**src/rtl/cfd_pkg.sv**
```systemverilog
// ----------------------------------------------------------------------------
// Frame deframer package
// Shared constants, codes and types of the CRC-checked frame deframer.
// ----------------------------------------------------------------------------
package cfd_pkg;

  localparam logic [7:0]  START_BYTE = 8'h07;
  localparam logic [15:0] CRC_INIT   = 16'hFFFF;
  localparam logic [15:0] POLY_RESET = 16'h1021;

  // Receive phases, one-hot.
  typedef enum logic [3:0] {
    PH_HUNT    = 4'b0001,
    PH_HEADER  = 4'b0010,
    PH_CHECK   = 4'b0100,
    PH_PAYLOAD = 4'b1000
  } phase_e;

  typedef enum logic [1:0] {
    KIND_DISCARD = 2'd0,
    KIND_HEADER  = 2'd1,
    KIND_PAYLOAD = 2'd2,
    KIND_CRC_ERR = 2'd3
  } kind_e;

  typedef struct packed {
    kind_e       kind;
    logic [7:0]  data;
    logic [7:0]  vpid;
    logic [7:0]  stream;
    logic [15:0] payload_len;
    logic        last;
  } res_t;

  // One processing step's outcome, handed from the frame control to the top.
  typedef struct packed {
    logic valid;
    res_t res;
  } res_beat_t;

endpackage

```
**src/rtl/cfd_if.sv**
```systemverilog
// ----------------------------------------------------------------------------
// Frame deframer channels
// Valid/ready channels for received bytes, results and the polynomial write.
// ----------------------------------------------------------------------------
interface cfd_rx_if;
  logic       valid;
  logic       ready;
  logic [7:0] rx_byte;

  modport source (output valid, output rx_byte, input ready);
  modport sink   (input valid, input rx_byte, output ready);
endinterface

interface cfd_res_if;
  logic        valid;
  logic        ready;
  logic [1:0]  kind;
  logic [7:0]  data;
  logic [7:0]  vpid;
  logic [7:0]  stream;
  logic [15:0] payload_len;
  logic        last;

  modport source (output valid, output kind, output data, output vpid, output stream,
                  output payload_len, output last, input ready);
  modport sink   (input valid, input kind, input data, input vpid, input stream,
                  input payload_len, input last, output ready);
endinterface

interface cfd_cfg_if;
  logic        valid;
  logic        ready;
  logic [15:0] crc_poly;

  modport source (output valid, output crc_poly, input ready);
  modport sink   (input valid, input crc_poly, output ready);
endinterface

```
**src/rtl/cfd_crc_fold.sv**
```systemverilog
// ----------------------------------------------------------------------------
// CRC-16 byte fold
// Folds one byte into a CRC-16 accumulator, MSB first, unrolled over 8 bits.
// ----------------------------------------------------------------------------
module cfd_crc_fold (
  input  logic [15:0] acc_i,
  input  logic [7:0]  data_i,
  input  logic [15:0] poly_i,
  output logic [15:0] crc_o
);

  always_comb begin
    logic [15:0] r;
    r = acc_i ^ {data_i, 8'h00};
    for (int i = 0; i < 8; i++) begin
      if (r[15]) begin
        r = {r[14:0], 1'b0} ^ poly_i;
      end else begin
        r = {r[14:0], 1'b0};
      end
    end
    crc_o = r;
  end

endmodule

```
**src/rtl/cfd_frame_ctl.sv**
```systemverilog
// ----------------------------------------------------------------------------
// Frame control
// Phase machine that hunts for the start byte, collects and checks the header
// and passes the payload through, producing at most one result per word.
// ----------------------------------------------------------------------------
module cfd_frame_ctl (
  input  logic               clk_i,
  input  logic               rst_ni,
  input  logic               step_i,
  input  logic [7:0]         rx_byte_i,
  input  logic [15:0]        poly_i,
  output cfd_pkg::res_beat_t beat_o
);
  import cfd_pkg::*;

  phase_e      phase_q, phase_d;
  logic [1:0]  count_q, count_d;
  logic [7:0]  chan_q, chan_d;
  logic [7:0]  stream_q, stream_d;
  logic [15:0] len_q, len_d;
  logic [15:0] crc_q, crc_d;
  logic [7:0]  chk_lo_q, chk_lo_d;
  logic [15:0] remain_q, remain_d;
  logic [15:0] crc_next;
  logic        fin;

  cfd_crc_fold u_crc_fold (
    .acc_i  (crc_q),
    .data_i (rx_byte_i),
    .poly_i (poly_i),
    .crc_o  (crc_next)
  );

  assign fin = (remain_q <= 16'd1);

  always_comb begin
    phase_d  = phase_q;
    count_d  = count_q;
    chan_d   = chan_q;
    stream_d = stream_q;
    len_d    = len_q;
    crc_d    = crc_q;
    chk_lo_d = chk_lo_q;
    remain_d = remain_q;
    beat_o   = '0;

    case (phase_q)
      PH_HUNT: begin
        if (rx_byte_i == START_BYTE) begin
          phase_d = PH_HEADER;
          count_d = 2'd0;
          crc_d   = CRC_INIT;
        end else begin
          beat_o.valid    = 1'b1;
          beat_o.res.kind = KIND_DISCARD;
          beat_o.res.data = rx_byte_i;
        end
      end
      PH_HEADER: begin
        crc_d = crc_next;
        case (count_q)
          2'd0:    chan_d   = rx_byte_i;
          2'd1:    stream_d = rx_byte_i;
          2'd2:    len_d    = {len_q[15:8], rx_byte_i};
          default: len_d    = {rx_byte_i, len_q[7:0]};
        endcase
        if (count_q == 2'd3) begin
          phase_d = PH_CHECK;
          count_d = 2'd0;
        end else begin
          count_d = count_q + 2'd1;
        end
      end
      PH_CHECK: begin
        if (count_q == 2'd0) begin
          chk_lo_d = rx_byte_i;
          count_d  = 2'd1;
        end else begin
          count_d      = 2'd0;
          beat_o.valid = 1'b1;
          if ({rx_byte_i, chk_lo_q} == crc_q) begin
            beat_o.res.kind        = KIND_HEADER;
            beat_o.res.vpid        = chan_q;
            beat_o.res.stream      = stream_q;
            beat_o.res.payload_len = len_q;
            beat_o.res.last        = (len_q == 16'd0);
            remain_d               = len_q;
            phase_d                = (len_q == 16'd0) ? PH_HUNT : PH_PAYLOAD;
          end else begin
            beat_o.res.kind = KIND_CRC_ERR;
            phase_d         = PH_HUNT;
          end
        end
      end
      PH_PAYLOAD: begin
        beat_o.valid    = 1'b1;
        beat_o.res.kind = KIND_PAYLOAD;
        beat_o.res.data = rx_byte_i;
        beat_o.res.last = fin;
        remain_d        = fin ? 16'd0 : remain_q - 16'd1;
        if (fin) begin
          phase_d = PH_HUNT;
        end
      end
      default: begin
        phase_d = PH_HUNT;
      end
    endcase
  end

  always_ff @(posedge clk_i or negedge rst_ni) begin
    if (!rst_ni) begin
      phase_q  <= PH_HUNT;
      count_q  <= 2'd0;
      chan_q   <= 8'd0;
      stream_q <= 8'd0;
      len_q    <= 16'd0;
      crc_q    <= CRC_INIT;
      chk_lo_q <= 8'd0;
      remain_q <= 16'd0;
    end else if (step_i) begin
      phase_q  <= phase_d;
      count_q  <= count_d;
      chan_q   <= chan_d;
      stream_q <= stream_d;
      len_q    <= len_d;
      crc_q    <= crc_d;
      chk_lo_q <= chk_lo_d;
      remain_q <= remain_d;
    end
  end

  // A start byte seen while hunting opens a header with a fresh CRC.
  a_start_opens_header: assert property (@(posedge clk_i) disable iff (!rst_ni)
    step_i && phase_q == PH_HUNT && rx_byte_i == START_BYTE
    |=> phase_q == PH_HEADER && crc_q == CRC_INIT && count_q == 2'd0)
    else $error("start byte did not open a header");

  // The payload phase holds until the final counted byte.
  a_payload_holds: assert property (@(posedge clk_i) disable iff (!rst_ni)
    step_i && phase_q == PH_PAYLOAD && remain_q > 16'd1
    |=> phase_q == PH_PAYLOAD && remain_q == $past(remain_q) - 16'd1)
    else $error("payload phase left early");

  // An accepted header is marked last exactly when its payload is empty.
  a_header_last: assert property (@(posedge clk_i) disable iff (!rst_ni)
    step_i && beat_o.valid && beat_o.res.kind == KIND_HEADER
    |-> beat_o.res.last == (beat_o.res.payload_len == 16'd0))
    else $error("header last flag disagrees with length");

  // Header fields are carried only on an accepted header.
  a_fields_zero: assert property (@(posedge clk_i) disable iff (!rst_ni)
    beat_o.valid && beat_o.res.kind != KIND_HEADER
    |-> beat_o.res.vpid == 8'd0 && beat_o.res.stream == 8'd0
        && beat_o.res.payload_len == 16'd0)
    else $error("header fields set on a non-header result");

endmodule

```
**src/rtl/crc_checked_frame_deframer_core.sv**
```systemverilog
// ----------------------------------------------------------------------------
// CRC-checked frame deframer
// Hunts for start byte 7, checks a four-byte header against a CRC-16 and
// passes the payload through.
// ----------------------------------------------------------------------------
// Usage:
//   rx_i carries one received byte per word. res_o carries one result word
//   (kind, data, vpid, stream, payload_len, last) for each byte that causes
//   one; the start byte, header bytes and first check byte cause none.
//   cfg_i writes the CRC polynomial (without the x^16 term); it is always
//   ready and should be written only while the block is idle.
//   A byte is registered on acceptance and processed once the output register
//   can take a result; processing writes its result into the output register.
//   One byte per cycle is sustained while res_o does not stall; the
//   byte-wide CRC fold and phase update sit in combinational logic between the
//   input and output registers.
//   When res_o stalls, the held byte waits in the input register and rx_i
//   drops ready until the output register drains.
//   Reset empties both registers, returns to hunting with a CRC of 0xFFFF
//   and sets the polynomial to 0x1021.
// ----------------------------------------------------------------------------
module crc_checked_frame_deframer_core (
  input  logic      clk_i,
  input  logic      rst_ni,
  cfd_cfg_if.sink   cfg_i,
  cfd_rx_if.sink    rx_i,
  cfd_res_if.source res_o
);
  import cfd_pkg::*;

  logic        rx_valid_q, rx_valid_d;
  logic [7:0]  rx_byte_q;
  logic        res_valid_q, res_valid_d;
  res_t        res_q;
  logic [15:0] poly_q;
  logic        step;
  res_beat_t   beat;

  assign step        = rx_valid_q && (!res_valid_q || res_o.ready);
  assign rx_i.ready  = !rx_valid_q || step;
  assign cfg_i.ready = 1'b1;

  cfd_frame_ctl u_frame_ctl (
    .clk_i     (clk_i),
    .rst_ni    (rst_ni),
    .step_i    (step),
    .rx_byte_i (rx_byte_q),
    .poly_i    (poly_q),
    .beat_o    (beat)
  );

  always_comb begin
    rx_valid_d = rx_valid_q;
    if (rx_i.valid && rx_i.ready) begin
      rx_valid_d = 1'b1;
    end else if (step) begin
      rx_valid_d = 1'b0;
    end

    res_valid_d = res_valid_q;
    if (step && beat.valid) begin
      res_valid_d = 1'b1;
    end else if (res_o.ready) begin
      res_valid_d = 1'b0;
    end
  end

  always_ff @(posedge clk_i or negedge rst_ni) begin
    if (!rst_ni) begin
      rx_valid_q  <= 1'b0;
      res_valid_q <= 1'b0;
      poly_q      <= POLY_RESET;
    end else begin
      rx_valid_q  <= rx_valid_d;
      res_valid_q <= res_valid_d;
      if (cfg_i.valid && cfg_i.ready) begin
        poly_q <= cfg_i.crc_poly;
      end
    end
  end

  always_ff @(posedge clk_i) begin
    if (rx_i.valid && rx_i.ready) begin
      rx_byte_q <= rx_i.rx_byte;
    end
    if (step && beat.valid) begin
      res_q <= beat.res;
    end
  end

  assign res_o.valid       = res_valid_q;
  assign res_o.kind        = res_q.kind;
  assign res_o.data        = res_q.data;
  assign res_o.vpid        = res_q.vpid;
  assign res_o.stream      = res_q.stream;
  assign res_o.payload_len = res_q.payload_len;
  assign res_o.last        = res_q.last;

  // A held byte is never overwritten before it has been processed.
  a_no_overrun: assert property (@(posedge clk_i) disable iff (!rst_ni)
    rx_valid_q && !step |-> !rx_i.ready)
    else $error("input register overrun");

  // A waiting result is not replaced while the receiver stalls.
  a_no_res_drop: assert property (@(posedge clk_i) disable iff (!rst_ni)
    res_valid_q && !res_o.ready |=> res_valid_q && $stable(res_q))
    else $error("stalled result word was replaced");

  // A processed byte with a result always leaves it in the output register.
  a_step_result: assert property (@(posedge clk_i) disable iff (!rst_ni)
    step && beat.valid |=> res_valid_q)
    else $error("result of a processed byte was lost");

endmodule

```
**src/flat_wrapper.sv**
```systemverilog
// flat-port wrapper written by rule: the top's interface ports become plain ports
module crc_checked_frame_deframer_core_flat import cfd_pkg::*;
  (clk_i, rst_ni, cfg_i_valid, cfg_i_crc_poly, cfg_i_ready, rx_i_valid, rx_i_rx_byte, rx_i_ready, res_o_valid, res_o_kind, res_o_data, res_o_vpid, res_o_stream, res_o_payload_len, res_o_last, res_o_ready);
  cfd_cfg_if cfg_i_i ();
  cfd_rx_if rx_i_i ();
  cfd_res_if res_o_i ();
  input  logic clk_i;
  input  logic rst_ni;
  input wire logic [$bits(cfg_i_i.valid)-1:0] cfg_i_valid;
  input wire logic [$bits(cfg_i_i.crc_poly)-1:0] cfg_i_crc_poly;
  output wire logic [$bits(cfg_i_i.ready)-1:0] cfg_i_ready;
  input wire logic [$bits(rx_i_i.valid)-1:0] rx_i_valid;
  input wire logic [$bits(rx_i_i.rx_byte)-1:0] rx_i_rx_byte;
  output wire logic [$bits(rx_i_i.ready)-1:0] rx_i_ready;
  output wire logic [$bits(res_o_i.valid)-1:0] res_o_valid;
  output wire logic [$bits(res_o_i.kind)-1:0] res_o_kind;
  output wire logic [$bits(res_o_i.data)-1:0] res_o_data;
  output wire logic [$bits(res_o_i.vpid)-1:0] res_o_vpid;
  output wire logic [$bits(res_o_i.stream)-1:0] res_o_stream;
  output wire logic [$bits(res_o_i.payload_len)-1:0] res_o_payload_len;
  output wire logic [$bits(res_o_i.last)-1:0] res_o_last;
  input wire logic [$bits(res_o_i.ready)-1:0] res_o_ready;
  assign cfg_i_i.valid = cfg_i_valid;
  assign cfg_i_i.crc_poly = cfg_i_crc_poly;
  assign cfg_i_ready = cfg_i_i.ready;
  assign rx_i_i.valid = rx_i_valid;
  assign rx_i_i.rx_byte = rx_i_rx_byte;
  assign rx_i_ready = rx_i_i.ready;
  assign res_o_valid = res_o_i.valid;
  assign res_o_kind = res_o_i.kind;
  assign res_o_data = res_o_i.data;
  assign res_o_vpid = res_o_i.vpid;
  assign res_o_stream = res_o_i.stream;
  assign res_o_payload_len = res_o_i.payload_len;
  assign res_o_last = res_o_i.last;
  assign res_o_i.ready = res_o_ready;
  crc_checked_frame_deframer_core u_core (.clk_i(clk_i), .rst_ni(rst_ni), .cfg_i(cfg_i_i), .rx_i(rx_i_i), .res_o(res_o_i));
endmodule
```
**config.mk**
```make
export PLATFORM = sky130hd
export DESIGN_NAME = crc_checked_frame_deframer_core_flat
export DESIGN_NICKNAME = d
export VERILOG_FILES = /design/src/rtl/cfd_pkg.sv /design/src/rtl/cfd_if.sv /design/src/rtl/cfd_crc_fold.sv /design/src/rtl/cfd_frame_ctl.sv /design/src/rtl/crc_checked_frame_deframer_core.sv /design/src/flat_wrapper.sv
export SDC_FILE = /design/constraint.sdc
export NUM_CORES = 1
export LEC_CHECK = 0
export BUFFER_PORTS_ARGS = -buffer_cell sky130_fd_sc_hd__buf_4
export CAP_MARGIN = 20
export CORE_ASPECT_RATIO = 0.9
export CORE_MARGIN = 2
export CORE_UTILIZATION = 55
export CTS_CLUSTER_DIAMETER = 150
export DETAILED_ROUTE_END_ITERATION = 10
export GPL_ROUTABILITY_DRIVEN = 0
export PLACE_DENSITY_LB_ADDON = 0.12
export RECOVER_POWER = 100
export SLEW_MARGIN = 20
export SYNTH_ARGS = -nofsm -noshare
export SYNTH_HDL_FRONTEND = slang
export SYNTH_SLANG_ARGS = --single-unit
```
**constraint.sdc**
```tcl
create_clock -name clk_i -period 5.5 [get_ports clk_i]
set_clock_uncertainty 0.15 [all_clocks]
set_input_delay 1.1 -clock clk_i [delete_from_list [all_inputs] [get_ports clk_i]]
set_output_delay 1.1 -clock clk_i [all_outputs]
set_load 0.005 [all_outputs]
```
==> metrics.txt, run 1 <==
Critical Path RT 5700 ps; gr usage total 25.4%; Critical Path Stages 12; Global Route met3 Usage 5.20%; CP bufs+invs 0; Critical Path Start u_core.rx_byte_q[7]; Hold Slack 352 ps; Max IR drop VDD 369 uV; Syn Inst Count 866; PwrDens 714 mW/mm^2; IO Count 75; asr flop ratio synth 65.3%; RR Endpoint u_core.u_frame_ctl.crc_q[4]; failing checks capacitance limit, slew limit; fmax 213 MHz; synth warn 0; crit path kind reg2reg; total iterations of the first detailed-routing run 5; R2R Path Start u_core.rx_byte_q[7]; internal reg-to-reg setup slack 810 ps; worst r2r path cells 12; Detailed Place HPWL 13700 um; critical path's slowest cell nand4_1; count of final max-slew check failures 44; Initial Utilization 56.0%; Synth area leaders dfrtp_1 22%, edfxtp_1 18%, xnor2_1 8.4%; CP top delay family XOR/XNOR gates; Post-synth top cells 143 x nand2_1, 83 x xnor2_1, 76 x dfrtp_1; critical path arrival 4890 ps; clk buf depth 2; Port Buf Inserts 73; synthesized area per cell 9.95 um^2; period utilisation layout 85.2%; cell taking the most area after synthesis dfrtp_1; max cap viols 1; First DRT Iteration DRCs 594; Post-DRT Antenna Nets 0; die area 0.0167 mm^2; Post-Route Setup TNS 0 ps; layout cells sized above 1 20.5%; Slew HR -72.7%; CTS Sinks 147; Die Span Y 123 um; Clock Latency Late Sink 430 ps; via count 6516; Remaining DRCs 0; max incr delay on CP 620 ps; wire per inst 17.9 um; Worst-Margin Slew 2590 ps; Lkg Pwr 4.18 nW; Setup crit end u_core.u_frame_ctl.crc_q[4]; Overall Power 6.98 mW; Most used DFF post-synth dfrtp_1; total grt overflow 0; CORE AREA 0.0154 mm^2; Tmin final 4690 ps; startpoint types flip-flop; GR Layer Usage met2 40.5%; Final nets 949; Cell Count, Final, Fillers Out 1127; vias in the first global route 6374; post-synthesis sequential area ratio 45.9%; first-pass GRT wire length 32700 um; post-synth top area share 22.1%; die width 136 um; crit path capture type flip-flop; Synth Net Count 903; largest net degree at the start of global routing 55; final hold viol count 0; Yosys reg bits 147; filler instances 1295; Worst-path clk slew 70 ps; Hold Buf Count CTS 0; RSZ-0062 raised after global routing false; Post-Syn Area 0.00862 mm^2; CTS H-tree lvls 4; Hold Path Class reg2reg; CTS tree done; drt total wl 20200 um; initial antenna violation count 0; post-CTS setup buffers 0; root buffer cell clkbuf_16; Row Count 43; layout overhead on the synthesized area 13.4%; count leader, synth nand2_1; placed insts 1095; crit-path cells xor2_1 -> xnor2_2 -> mux2_2 -> a21oi_1 -> mux2i_1 -> xnor3_1 -> a21o_1 -> o2111ai_1 -> nand4_1 -> nand3_1 -> xnor3_1 -> a21oi_1; CTS Buf Count 17; final setup violation count 0; gr busiest metal met2; outcome finished, violations left; Post-CTS Resized 0; n_diodes 0; Distinct cells, synth 71; post-DR vias/cell 5.78; Post-synth EDFFs 51; Worst Path Max Fanout 15; met1 Use GR 35.5%
-- flip-flops by register name, indices dropped and copies added, names as in the netlist, 16 cells and up --
name / count
u_core.u_frame_ctl.len_q: 16
u_core.u_frame_ctl.remain_q: 16
u_core.poly_q: 16
u_core.u_frame_ctl.crc_q: 16
u_core.res_o.payload_len: 16
-- placed cells by master (no fill, tap or decap), types with 9 or more instances in the layout --
cell type / n
and3_1: 36
edfxtp_1: 51
nand2_1: 143
clkbuf_16: 17
inv_1: 16
dfstp_2: 19
nand3_1: 27
a21oi_1: 39
xnor2_1: 83
dfrtp_1: 76
nor4_1: 9
clkbuf_1: 9
clkbuf_4: 51
o21ai_0: 57
mux2_2: 37
nor2_1: 50
xor2_1: 16
xnor3_1: 16
nand2b_1: 11
buf_4: 22
-- area by class of cell --
| cell class | count | area (um^2) | area share, % |
|---|---|---|---|
| Clock buffer | 18 | 429 | 4.39 |
| Clock inverter | 14 | 140 | 1.43 |
| Inverter | 17 | 63.8 | 0.653 |
| Multi-Input combinational cell | 645 | 4340 | 44.4 |
| Sequential cell | 147 | 3960 | 40.5 |
| Tap cell | 202 | 253 | 2.59 |
| Timing Repair Buffer | 84 | 592 | 6.06 |
-- power breakdown --
| part | internal [mW] | switching, mW | total (mW) | leakage, nW |
|---|---|---|---|---|
| logic | 2.23 | 1.98 | 4.21 | 2.23 |
| registers | 1.42 | 0.224 | 1.65 | 1.69 |
| clock network | 0.634 | 0.487 | 1.12 | 0.268 |
| total | 4.29 | 2.69 | 6.98 | 4.18 |
-- cells by family (layout without fill, tap and decap cells) --
group           after synthesis  after routing  share of synthesized area [%]
compound gates              149            149                           10.6
simple gates                330            330                           18.3
xor+xnor                    118            118                           15.0
mux                          39             39                           5.07
buf+inv                      74            133                           3.86
fa+ha+maj                     8              8                           1.16
flops                       147            147                           45.9
other cells                   1              1                         0.0435
-- worst reg2reg max path, cell delays in order (launching register included) --
cell       delay [ps]
edfxtp_1          600
xor2_1            510
xnor2_2           230
mux2_2            370
a21oi_1           270
mux2i_1           300
xnor3_1           390
a21o_1            260
o2111ai_1         160
nand4_1           620
nand3_1           330
xnor3_1           260
a21oi_1           180
-- layer usage --
metal | part of all wire [%] | routed length (um)
met3 | 5.7 | 1150
met4 | 1.1 | 232
met1 | 46 | 9350
met5 | 0 | 0
met2 | 47 | 9490
-- how the worst min path moves through the flow --
| stage | startpoint | to | slack [ps] | depth (start not counted) |
|---|---|---|---|---|
| after global placement | u_core.u_frame_ctl.stream_q[2] | u_core.u_frame_ctl.stream_q[2] | 330 | 1 |
| after CTS | u_core.u_frame_ctl.chan_q[0] | u_core.u_frame_ctl.chan_q[0] | 350 | 1 |
| after global routing | u_core.u_frame_ctl.stream_q[6] | u_core.u_frame_ctl.stream_q[6] | 370 | 1 |
| final | u_core.u_frame_ctl.chan_q[0] | u_core.u_frame_ctl.chan_q[0] | 350 | 1 |
| after floorplan | u_core.u_frame_ctl.chan_q[0] | u_core.u_frame_ctl.chan_q[0] | 320 | 1 |
| after detailed placement | u_core.u_frame_ctl.chan_q[0] | u_core.u_frame_ctl.chan_q[0] | 330 | 1 |
-- metrics by stage --
| stage | setup WS [ps] | area [um^2] | utilization, % |
|---|---|---|---|
| finish | 812 | 9770 | 63.5 |
| global route | 434 | 9770 | 63.5 |
| CTS | 991 | 9820 | 63.8 |
| detailed placement | 1010 | 9250 | 60.1 |
| global placement | 1230 | 9250 | 60.1 |
| floorplan | 295 | 8620 | - |
(Power assumes the default switching activity.)
==> inputs of run 2 (changes only) <==
--- a/constraint.sdc
+++ b/constraint.sdc
@@ -3,3 +3,3 @@
 set_input_delay 1.1 -clock clk_i [delete_from_list [all_inputs] [get_ports clk_i]]
 set_output_delay 1.1 -clock clk_i [all_outputs]
-set_load 0.005 [all_outputs]
+set_load 0.02 [all_outputs]
==> metrics.txt, run 2 (synthesis gave the netlist of run 1 again) <==
Worst-path clk slew 70 ps (about the same); Detailed Place HPWL 13700 um (unchanged); Row Count 43 (unchanged); Die Span Y 123 um (unchanged); Hold Path Class reg2reg; Final nets 949 (unchanged); Max IR drop VDD 372 uV (+0.86%); period utilisation layout 85.8% (+0.54 points); Worst Path Max Fanout 15 (unchanged); commonest non-fill, non-tap cell in the layout nand2_1; Slew HR -72.0% (+0.65 points); Post-CTS Resized 0 (unchanged); switch share 39.2% (+0.69 points); total grt overflow 0 (unchanged); Post-DRT Antenna Nets 0 (unchanged); drt total wl 20300 um (+0.14%); initial antenna violation count 0 (unchanged); critical path arrival 4920 ps (+30 ps); count of final max-slew check failures 44 (unchanged); CTS Sinks 147 (unchanged); die width 136 um (unchanged); post-DR vias/cell 5.76 (-0.32%); Tmin final 4720 ps (+29.5 ps); gr usage total 25.4% (unchanged); CTS Buf Count 17 (unchanged); Clk pwr share 16.0% (about the same); Lkg Pwr 4.04 nW (-3.4%); wire per inst 18.0 um (+0.14%); RSZ-0062 raised after global routing false; clk buf depth 2 (unchanged); post-CTS setup buffers 0 (unchanged); filler instances 1339 (+3.4%); max cap viols 1 (unchanged); largest net degree at the start of global routing 55 (unchanged); First DRT Iteration DRCs 559 (-5.9%); layout cells sized above 1 16.0% (-4.5 points); startpoint types flip-flop; Remaining DRCs 0 (unchanged); CTS H-tree lvls 4 (unchanged); Hold Slack 349 ps (-2.84 ps); failing checks capacitance limit, slew limit; outcome finished, violations left; CTS tree done; Clock Latency Late Sink 430 ps (about the same); Pint 4.26 mW (-0.76%); Port Buf Inserts 73 (unchanged); final hold viol count 0 (unchanged); commonest non-fill, non-tap cells in the layout 143 x nand2_1, 83 x xnor2_1, 76 x dfrtp_1, 57 x o21ai_0, 52 x clkbuf_1; fmax 212 MHz (-0.62%); crit path capture type flip-flop; first-pass GRT wire length 32700 um (unchanged); via count 6495 (-0.32%); final setup violation count 0 (unchanged); Initial Utilization 56.0% (unchanged); root buffer cell clkbuf_16; layout overhead on the synthesized area 11.6%; switching pwr 2.75 mW (+2.2%); total iterations of the first detailed-routing run 6 (+1); crit path kind reg2reg; PwrDens 729 mW/mm^2 (+2.0%); logic gate share of total power 60.5% (+0.2 points); Worst-Margin Slew 2580 ps (-9.81 ps); Critical Path RT 5700 ps (about the same); Reg power frac 23.5% (about the same); CORE AREA 0.0154 mm^2 (unchanged); n_diodes 0 (unchanged); die area 0.0167 mm^2 (unchanged); Overall Power 7.01 mW (+0.37%); Hold Buf Count CTS 0 (unchanged); vias in the first global route 6374 (unchanged); Post-Route Setup TNS 0 ps (unchanged); IO Count 75 (unchanged)
==> run 2: cell count changes in the layout (fill, tap and decap cells not counted) <==
cell,before,now
clkbuf_1,9,52
clkbuf_4,51,9
buf_1,1,0
==> run 2: routing by layer <==
| layer | track usage [%] | routed length [um] |
|---|---|---|
| met1 | 35.5 | 9360 |
| met2 | 40.5 | 9450 |
| met3 | 5.20 | 1200 |
| met4 | 7.49 | 245 |
| met5 | 0 | 0 |
==> run 2: layout make-up <==
class	instances	area [um^2]	area share [%]
inverters	17	63.8	0.664
clock inverters	14	140	1.46
flip-flops and latches	147	3960	41.2
clock buffers	18	429	4.46
repair buffers	84	434	4.52
well taps	202	253	2.63
multi-input cells	645	4340	45.1
==> run 2: power by group through the flow <==
stage	combinational, mW	clock, mW	sequential [mW]
floorplan	3.60	0	1.63
global placement	4.15	0	1.65
detailed placement	4.25	0	1.66
CTS	4.29	1.14	1.65
global route	4.60	1.19	1.68
finish	4.24	1.12	1.65
==> run 2: final timing paths <==
path                                               from                             end  slack, ps  cells after the start
setup reg to reg                    u_core.rx_byte_q[7]     u_core.u_frame_ctl.crc_q[4]        780                     12
min in group asynchronous                        rst_ni               u_core.poly_q[14]       1330                      1
hold / removal             u_core.u_frame_ctl.chan_q[0]    u_core.u_frame_ctl.chan_q[0]        350                      1
hold reg to reg            u_core.u_frame_ctl.chan_q[0]    u_core.u_frame_ctl.chan_q[0]        350                      1
max in group asynchronous                        rst_ni  u_core.u_frame_ctl.chk_lo_q[6]       1420                      2
setup / recovery                    u_core.rx_byte_q[7]     u_core.u_frame_ctl.crc_q[4]        780                     12
==> run 2: worst max-delay path, cell delays in order, from the launching register on <==
cell	delay, ps
edfxtp_1	610
xor2_1	520
xnor2_2	230
mux2_2	370
a21oi_1	280
mux2i_1	290
xnor3_1	390
a21o_1	260
o2111ai_1	150
nand4_1	620
nand3_1	320
xnor3_1	260
a21oi_1	170
==> run 2: per-stage QoR <==
stage,cell area (um^2),std cells,setup slack (ps),utilization (%)
after global routing,9620,1127,434,62.5
final,9620,1127,782,62.5
after detailed placement,9250,1095,1010,60.1
after floorplan,8620,866,292,-
after global placement,9250,1095,1230,60.1
after CTS,9820,1127,991,63.8
